--- config.mk ---
export PLATFORM = sky130hd
export DESIGN_NAME = calendar_date_step_weekday_top
export DESIGN_NICKNAME = d
export VERILOG_FILES = /design/src/rtl/core/cdsw_pkg.sv /design/src/rtl/core/cdsw_divstep.sv /design/src/rtl/core/calendar_date_step_weekday_top.sv
export SDC_FILE = /design/constraint.sdc
export NUM_CORES = 1
export LEC_CHECK = 0
export ABC_CLOCK_PERIOD_IN_PS = 15200
export BUFFER_PORTS_ARGS = -buffer_cell sky130_fd_sc_hd__buf_4
export CORE_MARGIN = 5
export CORE_UTILIZATION = 55
export DETAILED_ROUTE_END_ITERATION = 10
export PLACE_DENSITY = 0.73
export SYNTH_ARGS = -nofsm -noshare
export SYNTH_HDL_FRONTEND = slang
export SYNTH_SLANG_ARGS = --single-unit
--- constraint.sdc ---
create_clock -name clk -period 15.2 [get_ports clk]
set_input_delay 1.52 -clock clk [delete_from_list [all_inputs] [get_ports clk]]
set_output_delay 1.52 -clock clk [all_outputs]
set_load 0.02 [all_outputs]
--- src/rtl/core/cdsw_pkg.sv ---
// cdsw_pkg: shared types, operation codes and month tables for the date stepper.
// No dependencies.
`timescale 1ns / 1ps

package cdsw_pkg;

  localparam int YEAR_W     = 14;
  localparam int MONTH_W    = 4;
  localparam int DAY_W      = 5;
  localparam int WDAY_W     = 3;
  localparam int OP_W       = 2;
  localparam int SUM_W      = 15;  // day count before reduction mod 7
  localparam int REM_W      = 8;   // holds year mod 100
  localparam int CNT_W      = 3;
  localparam int CUM_W      = 9;
  localparam int OCT_W      = 3;   // 8 = 1 mod 7, so octal digits fold mod 7
  localparam int FOLD_STEPS = 5;   // brings any SUM_W count down to 0..7
  localparam int RCP_W      = 13;
  localparam int RCP_SHIFT  = 19;
  localparam int PROD_W     = YEAR_W + RCP_W;
  localparam int QUO_W      = PROD_W - RCP_SHIFT;

  localparam logic [CNT_W-1:0]  LAST_STEP     = CNT_W'(FOLD_STEPS - 1);
  localparam logic [RCP_W-1:0]  RECIP_CENTURY = RCP_W'(5243);  // 2^19 / 100, rounded up
  localparam logic [YEAR_W-1:0] CENTURY       = YEAR_W'(100);

  typedef enum logic [OP_W-1:0] {
    OP_SAME = 2'd0,
    OP_NEXT = 2'd1,
    OP_PREV = 2'd2,
    OP_RSVD = 2'd3
  } op_t;

  typedef enum logic [2:0] {
    ST_IDLE,
    ST_DIV,
    ST_CALC,
    ST_MOD,
    ST_DONE
  } state_t;

  function automatic logic [DAY_W-1:0] month_len(input logic [MONTH_W-1:0] m,
                                                 input logic leap);
    logic [DAY_W-1:0] len;
    case (m)
      4'd2:                      len = leap ? 5'd29 : 5'd28;
      4'd4, 4'd6, 4'd9, 4'd11:   len = 5'd30;
      default:                   len = 5'd31;
    endcase
    return len;
  endfunction

  // days in the year before the first of month m, leap day added after February
  function automatic logic [CUM_W-1:0] cum_days(input logic [MONTH_W-1:0] m,
                                                input logic leap);
    logic [CUM_W-1:0] c;
    case (m)
      4'd2:    c = 9'd31;
      4'd3:    c = 9'd59;
      4'd4:    c = 9'd90;
      4'd5:    c = 9'd120;
      4'd6:    c = 9'd151;
      4'd7:    c = 9'd181;
      4'd8:    c = 9'd212;
      4'd9:    c = 9'd243;
      4'd10:   c = 9'd273;
      4'd11:   c = 9'd304;
      4'd12:   c = 9'd334;
      default: c = 9'd0;
    endcase
    if (leap && (m > 4'd2)) begin
      c = c + 9'd1;
    end
    return c;
  endfunction

endpackage

--- src/rtl/core/cdsw_divstep.sv ---
// cdsw_divstep: one mod-7 folding step (high octal digits plus the lowest one).
// Depends on cdsw_pkg.
`timescale 1ns / 1ps

module cdsw_divstep
  import cdsw_pkg::*;
(
  input  logic [SUM_W-1:0] acc,
  output logic [SUM_W-1:0] folded
);

  assign folded = (acc >> OCT_W) + SUM_W'(acc[OCT_W-1:0]);

endmodule

--- src/rtl/core/calendar_date_step_weekday_top.sv ---
// Gregorian date stepper with weekday: sequencer around one shared mod-7 fold step.
// Depends on cdsw_pkg and cdsw_divstep.
`timescale 1ns / 1ps

// One request at a time: in_ready is high only while the sequencer is idle.
// A request passes from acceptance to out_valid through these steps: the year
// is divided by 100 by reciprocal multiplication (leap rule and century counts),
// the date is checked and stepped and the day count formed, that count makes
// five passes through the shared mod-7 folding unit, and the output register
// is loaded. The next request can be taken the cycle after the load. The output
// register lets the next request be taken while a result still waits; a second
// result then holds the sequencer until the first is taken. Invalid dates give
// valid_res 0 and all other result fields 0.

module calendar_date_step_weekday_top
  import cdsw_pkg::*;
#(
  parameter int EPOCH_YEAR = 1970,
  parameter int LAST_YEAR  = 9999
)
(
  input  logic               clk,
  input  logic               rst,
  input  logic               in_valid,
  output logic               in_ready,
  input  logic [OP_W-1:0]    operation,
  input  logic [YEAR_W-1:0]  year,
  input  logic [MONTH_W-1:0] month,
  input  logic [DAY_W-1:0]   day,
  output logic               out_valid,
  input  logic               out_ready,
  output logic [YEAR_W-1:0]  out_year,
  output logic [MONTH_W-1:0] out_month,
  output logic [DAY_W-1:0]   out_day,
  output logic [WDAY_W-1:0]  weekday,
  output logic               valid_res
);

  localparam logic [YEAR_W-1:0] YEAR_LO = YEAR_W'(EPOCH_YEAR);
  localparam logic [YEAR_W-1:0] YEAR_HI = YEAR_W'(LAST_YEAR);

  state_t state, state_next;

  logic [CNT_W-1:0]   cnt;
  logic [SUM_W-1:0]   dvd;
  logic [REM_W-1:0]   rem;
  op_t                op;
  logic [YEAR_W-1:0]  yr;
  logic [MONTH_W-1:0] mo;
  logic [DAY_W-1:0]   dy;
  logic               ok;
  logic [YEAR_W-1:0]  ny;
  logic [MONTH_W-1:0] nm;
  logic [DAY_W-1:0]   nd;

  logic               ok_next;
  logic [YEAR_W-1:0]  ny_next;
  logic [MONTH_W-1:0] nm_next;
  logic [DAY_W-1:0]   nd_next;
  logic [SUM_W-1:0]   sum_next;

  logic               step_en;
  logic               last_step;
  logic               out_load;
  logic [PROD_W-1:0]  prod;
  logic [QUO_W-1:0]   quo;
  logic [REM_W-1:0]   yrem;
  logic [SUM_W-1:0]   fold_out;

  cdsw_divstep u_divstep (
    .acc    (dvd),
    .folded (fold_out)
  );

  // year / 100 and year % 100
  assign prod = PROD_W'(yr) * PROD_W'(RECIP_CENTURY);
  assign quo  = prod[PROD_W-1:RCP_SHIFT];
  assign yrem = REM_W'(yr - YEAR_W'(quo) * CENTURY);

  assign last_step = (cnt == LAST_STEP);

  // next state
  always_comb begin
    state_next = state;
    case (state)
      ST_IDLE: if (in_valid) state_next = ST_DIV;
      ST_DIV:  state_next = ST_CALC;
      ST_CALC: state_next = ST_MOD;
      ST_MOD:  if (last_step) state_next = ST_DONE;
      ST_DONE: if (!out_valid || out_ready) state_next = ST_IDLE;
      default: state_next = ST_IDLE;
    endcase
  end

  // outputs of the sequencer
  always_comb begin
    in_ready = 1'b0;
    step_en  = 1'b0;
    out_load = 1'b0;
    case (state)
      ST_IDLE: in_ready = 1'b1;
      ST_MOD:  step_en = 1'b1;
      ST_DONE: out_load = !out_valid || out_ready;
      default: ;
    endcase
  end

  // check, step and day count; dvd holds year/100 and rem year%100 here
  always_comb begin
    logic               cent;
    logic               leap;
    logic [YEAR_W-1:0]  p;
    logic [YEAR_W-1:0]  p100;
    logic [DAY_W-1:0]   mlen;
    logic [MONTH_W-1:0] mprev;
    cent  = (rem == '0);
    leap  = (yr[1:0] == 2'b00) && (!cent || (dvd[1:0] == 2'b00));
    p     = yr - YEAR_W'(1);
    p100  = dvd[YEAR_W-1:0] - YEAR_W'(cent);
    mlen  = month_len(mo, leap);
    mprev = mo - MONTH_W'(1);

    ok_next = (op != OP_RSVD) && (mo >= 4'd1) && (mo <= 4'd12) &&
              (yr >= YEAR_LO) && (yr <= YEAR_HI) &&
              (dy >= 5'd1) && (dy <= mlen);

    ny_next = yr;
    nm_next = mo;
    nd_next = dy;
    case (op)
      OP_NEXT: begin
        if (dy < mlen) begin
          nd_next = dy + 5'd1;
        end else begin
          nd_next = 5'd1;
          if (mo == 4'd12) begin
            nm_next = 4'd1;
            ny_next = yr + YEAR_W'(1);
          end else begin
            nm_next = mo + 4'd1;
          end
        end
      end
      OP_PREV: begin
        if (dy > 5'd1) begin
          nd_next = dy - 5'd1;
        end else if (mo == 4'd1) begin
          nm_next = 4'd12;
          ny_next = yr - YEAR_W'(1);
          nd_next = 5'd31;
        end else begin
          nm_next = mprev;
          nd_next = month_len(mprev, leap);
        end
      end
      default: ;
    endcase

    if ((ny_next < YEAR_LO) || (ny_next > YEAR_HI)) begin
      ok_next = 1'b0;
    end

    // days since 1 Jan of year 1 plus one, mod 7 taken later; 365 = 1 mod 7
    sum_next = SUM_W'(p) + SUM_W'(p >> 2) - SUM_W'(p100) + SUM_W'(p100 >> 2) +
               SUM_W'(cum_days(mo, leap)) + SUM_W'(dy);
  end

  always_ff @(posedge clk) begin
    if (rst) begin
      state     <= ST_IDLE;
      out_valid <= 1'b0;
    end else begin
      state <= state_next;
      if (out_load) begin
        out_valid <= 1'b1;
      end else if (out_ready) begin
        out_valid <= 1'b0;
      end
    end
  end

  always_ff @(posedge clk) begin
    if (in_valid && in_ready) begin
      op  <= op_t'(operation);
      yr  <= year;
      mo  <= month;
      dy  <= day;
    end else if (state == ST_DIV) begin
      dvd <= SUM_W'(quo);
      rem <= yrem;
    end else if (state == ST_CALC) begin
      ok  <= ok_next;
      ny  <= ny_next;
      nm  <= nm_next;
      nd  <= nd_next;
      dvd <= sum_next;
      cnt <= '0;
    end else if (step_en) begin
      dvd <= fold_out;
      cnt <= cnt + CNT_W'(1);
    end
  end

  // after the folds dvd is 0..7, with 7 standing for 0
  always_ff @(posedge clk) begin
    logic [WDAY_W:0] wd;
    wd = {1'b0, dvd[WDAY_W-1:0]} + ((op == OP_NEXT) ? 4'd1 :
                                    (op == OP_PREV) ? 4'd6 : 4'd0);
    if (wd >= 4'd7) begin
      wd = wd - 4'd7;
    end
    if (out_load) begin
      valid_res <= ok;
      out_year  <= ok ? ny : '0;
      out_month <= ok ? nm : '0;
      out_day   <= ok ? nd : '0;
      weekday   <= ok ? wd[WDAY_W-1:0] : '0;
    end
  end

endmodule
==> metrics.txt <==
status finished, final reports clean; Tmin final just under 8000 ps; pre-CTS setup slack 7550 ps; Fill cells around 1800; worst path bufs/invs 6; Cell variety after synth 68; mean post-synth cell area around 10 µm²; global-route wire length before repair slightly below 50000 µm; worst setup path category reg2reg; final hold vios 0; FMAX between 100 and 150 MHz; clock-pin slew on the worst setup and hold paths 60 ps; MaxCap Viol Count 0; Synth Area in Compound Gates 0.109; final net count 1599; total CTS buffers 17; Die Y 159 µm; setup repair bufs after CTS 0; DR pass1 iterations 6; DR vias/cell around 5.8; Slew Limit Fails 0; Synth Net Count approximately 1500; commonest non-fill, non-tap cells in the layout 192 x ha_1, 188 x inv_1, 105 x fa_1; most common cell after layout, fill and taps aside ha_1; placer congestion estimate approximately 0.94; Multi-input gate area slightly above 8000 µm²; RSZ-0062 raised after global routing no; final setup fails 0; Arrival @ worst endpoint 7880 ps; post-cts resize count 0; pin count of the biggest net entering global routing 37; Slew @ Worst Pin about 950 ps; startpoint class of the critical path flip-flop; DRC viols 0; crit path capture type flip-flop; Area growth, synth to finish 10.7%; synthesized-area fraction occupied by adder cells 0.367; Synth Area in Simple Gates 0.122; Total Routing Usage GR 0.234; H-tree depth 4; Iteration-0 DRC Markers about 630; Gate Count Post-Synth between 1000 and 1500; slowest CP cell edfxtp_1; largest family of logic cells by synthesized area adder cells; remaining global-route overflow 0; PnR worst setup slack 7480 ps; post-route setup TNS 0 ps; CTS Hold Bufs 0; post-route clock period utilization 0.508; Slew HR 0.352; layout cell share with drive strength beyond 1 0.0934; post-DP HPWL roughly 23000 µm; Setup Skew 8.20 ps; HP Class reg2reg; Synth async-reset ratio 0; n_diodes 0; sequential cell area between 3000 and 4000 µm²; Root Driver clkbuf_16; CTS Sinks roughly 120; Ports 58; Port Buffers 57; initial antenna violation count 0; FP Rows 54; CP required around 15000 ps; synthesis-stage register bit count between 100 and 150; number of synthesized flops with an enable pin 102; routed wire length 29000 µm; post-synthesis mux area share 0.00927; CTS tree built; Post-Synth XOR/XNOR Area 0.0539; Die Area about 25000 µm²; max incr delay on CP a little under 700 ps; critical path's top delay family adder cells; clock latency on the worst-skew pair between 400 and 500 ps; yosys warns 0; Core Area 21900 µm²; vias in the first global route 9175; starting density of the core 0.561; die span in x ~160 µm; synthesized area 12300 µm²; clk buf depth 2; final antenna-violating net count 0; Top FF cell, synth edfxtp_1; crit path max fanout 12; total number of vias roughly 9000; Seq/Total Area, Yosys 0.271; Finished Core Util 0.621; WL/cell ~19 µm
area by class of cell:
class                   instances  share of cell area
clock inverters                13              0.0118
flip-flops and latches        115               0.244
inverters                     190              0.0524
clock buffers                  18              0.0316
well taps                     280              0.0258
repair buffers                 66              0.0364
multi-input cells             883               0.598
worst register-to-register path: cells and delay by family, from the launching register on:
family,cells,cell delay (ps)
simple gates,1,250
fa+ha+maj,10,3880
buf+inv,6,600
xor+xnor,4,990
flops,1,680
compound gates,6,1040
logic make-up (layout without fill, tap and decap cells):
group                    Yosys count  count (layout)
flip-flops                       115             115
AO/OA/AOI/OAI                    209             209
buffers and inverters            218             287
adder cells (fa/ha/maj)          297             297
multiplexers                      11              11
AND/OR/NAND/NOR                  292             292
XOR/XNOR                          74              74
synthesized netlist by cell type (all sizes together) (23+ instances only):
cell,n,area share
a21oi,58,0.024
and2,31,0.016
clkbuf,23,0.0070
edfxtp,102,0.25
fa,105,0.17
ha,192,0.20
inv,188,0.057
nand2,55,0.017
nand3,28,0.011
nor2,69,0.021
nor3,29,0.013
o21ai,49,0.020
xnor2,48,0.034
xor2,25,0.018
stage by stage:
stage,std cells,hold WS [ps],instance area (µm²)
2_1_floorplan,1216,497,12300
3_3_place_gp,1534,504,13000
3_5_place_dp,1534,512,13000
4_1_cts,1565,519,13600
5_1_grt,1565,542,13600
6_report,1565,518,13600
sequential cells by signal, indices dropped and copies added (netlist names), 5 cells and up, named ones only:
register and count:
out_day 5, ny 14, dvd 15, nd 5
out_year 14, rem 8, yr 14, dy 5
per-layer routing:
layer	track usage	part of all wire	vias up
met1	0.311	0.43	4337
met4	0.0713	0.024	0
met2	0.394	0.49	311
li1	-	-	4306
met5	0	0	-
met3	0.0396	0.055	54
final timing paths:
kind                         endpoint  cells past startpoint             from  slack, ps
max                  rem[7]$_DFFE_PP_                     27  yr[4]$_DFFE_PP_       7480
min          out_day[2]$_SDFFCE_PN0P_                      1  nd[2]$_DFFE_PP_        520
max reg2reg          rem[7]$_DFFE_PP_                     27  yr[4]$_DFFE_PP_       7480
min reg2reg  out_day[2]$_SDFFCE_PN0P_                      1  nd[2]$_DFFE_PP_        520
Power is not shown: default switching activity piles up to over one toggle a cycle in this logic, so the estimate is an artifact.
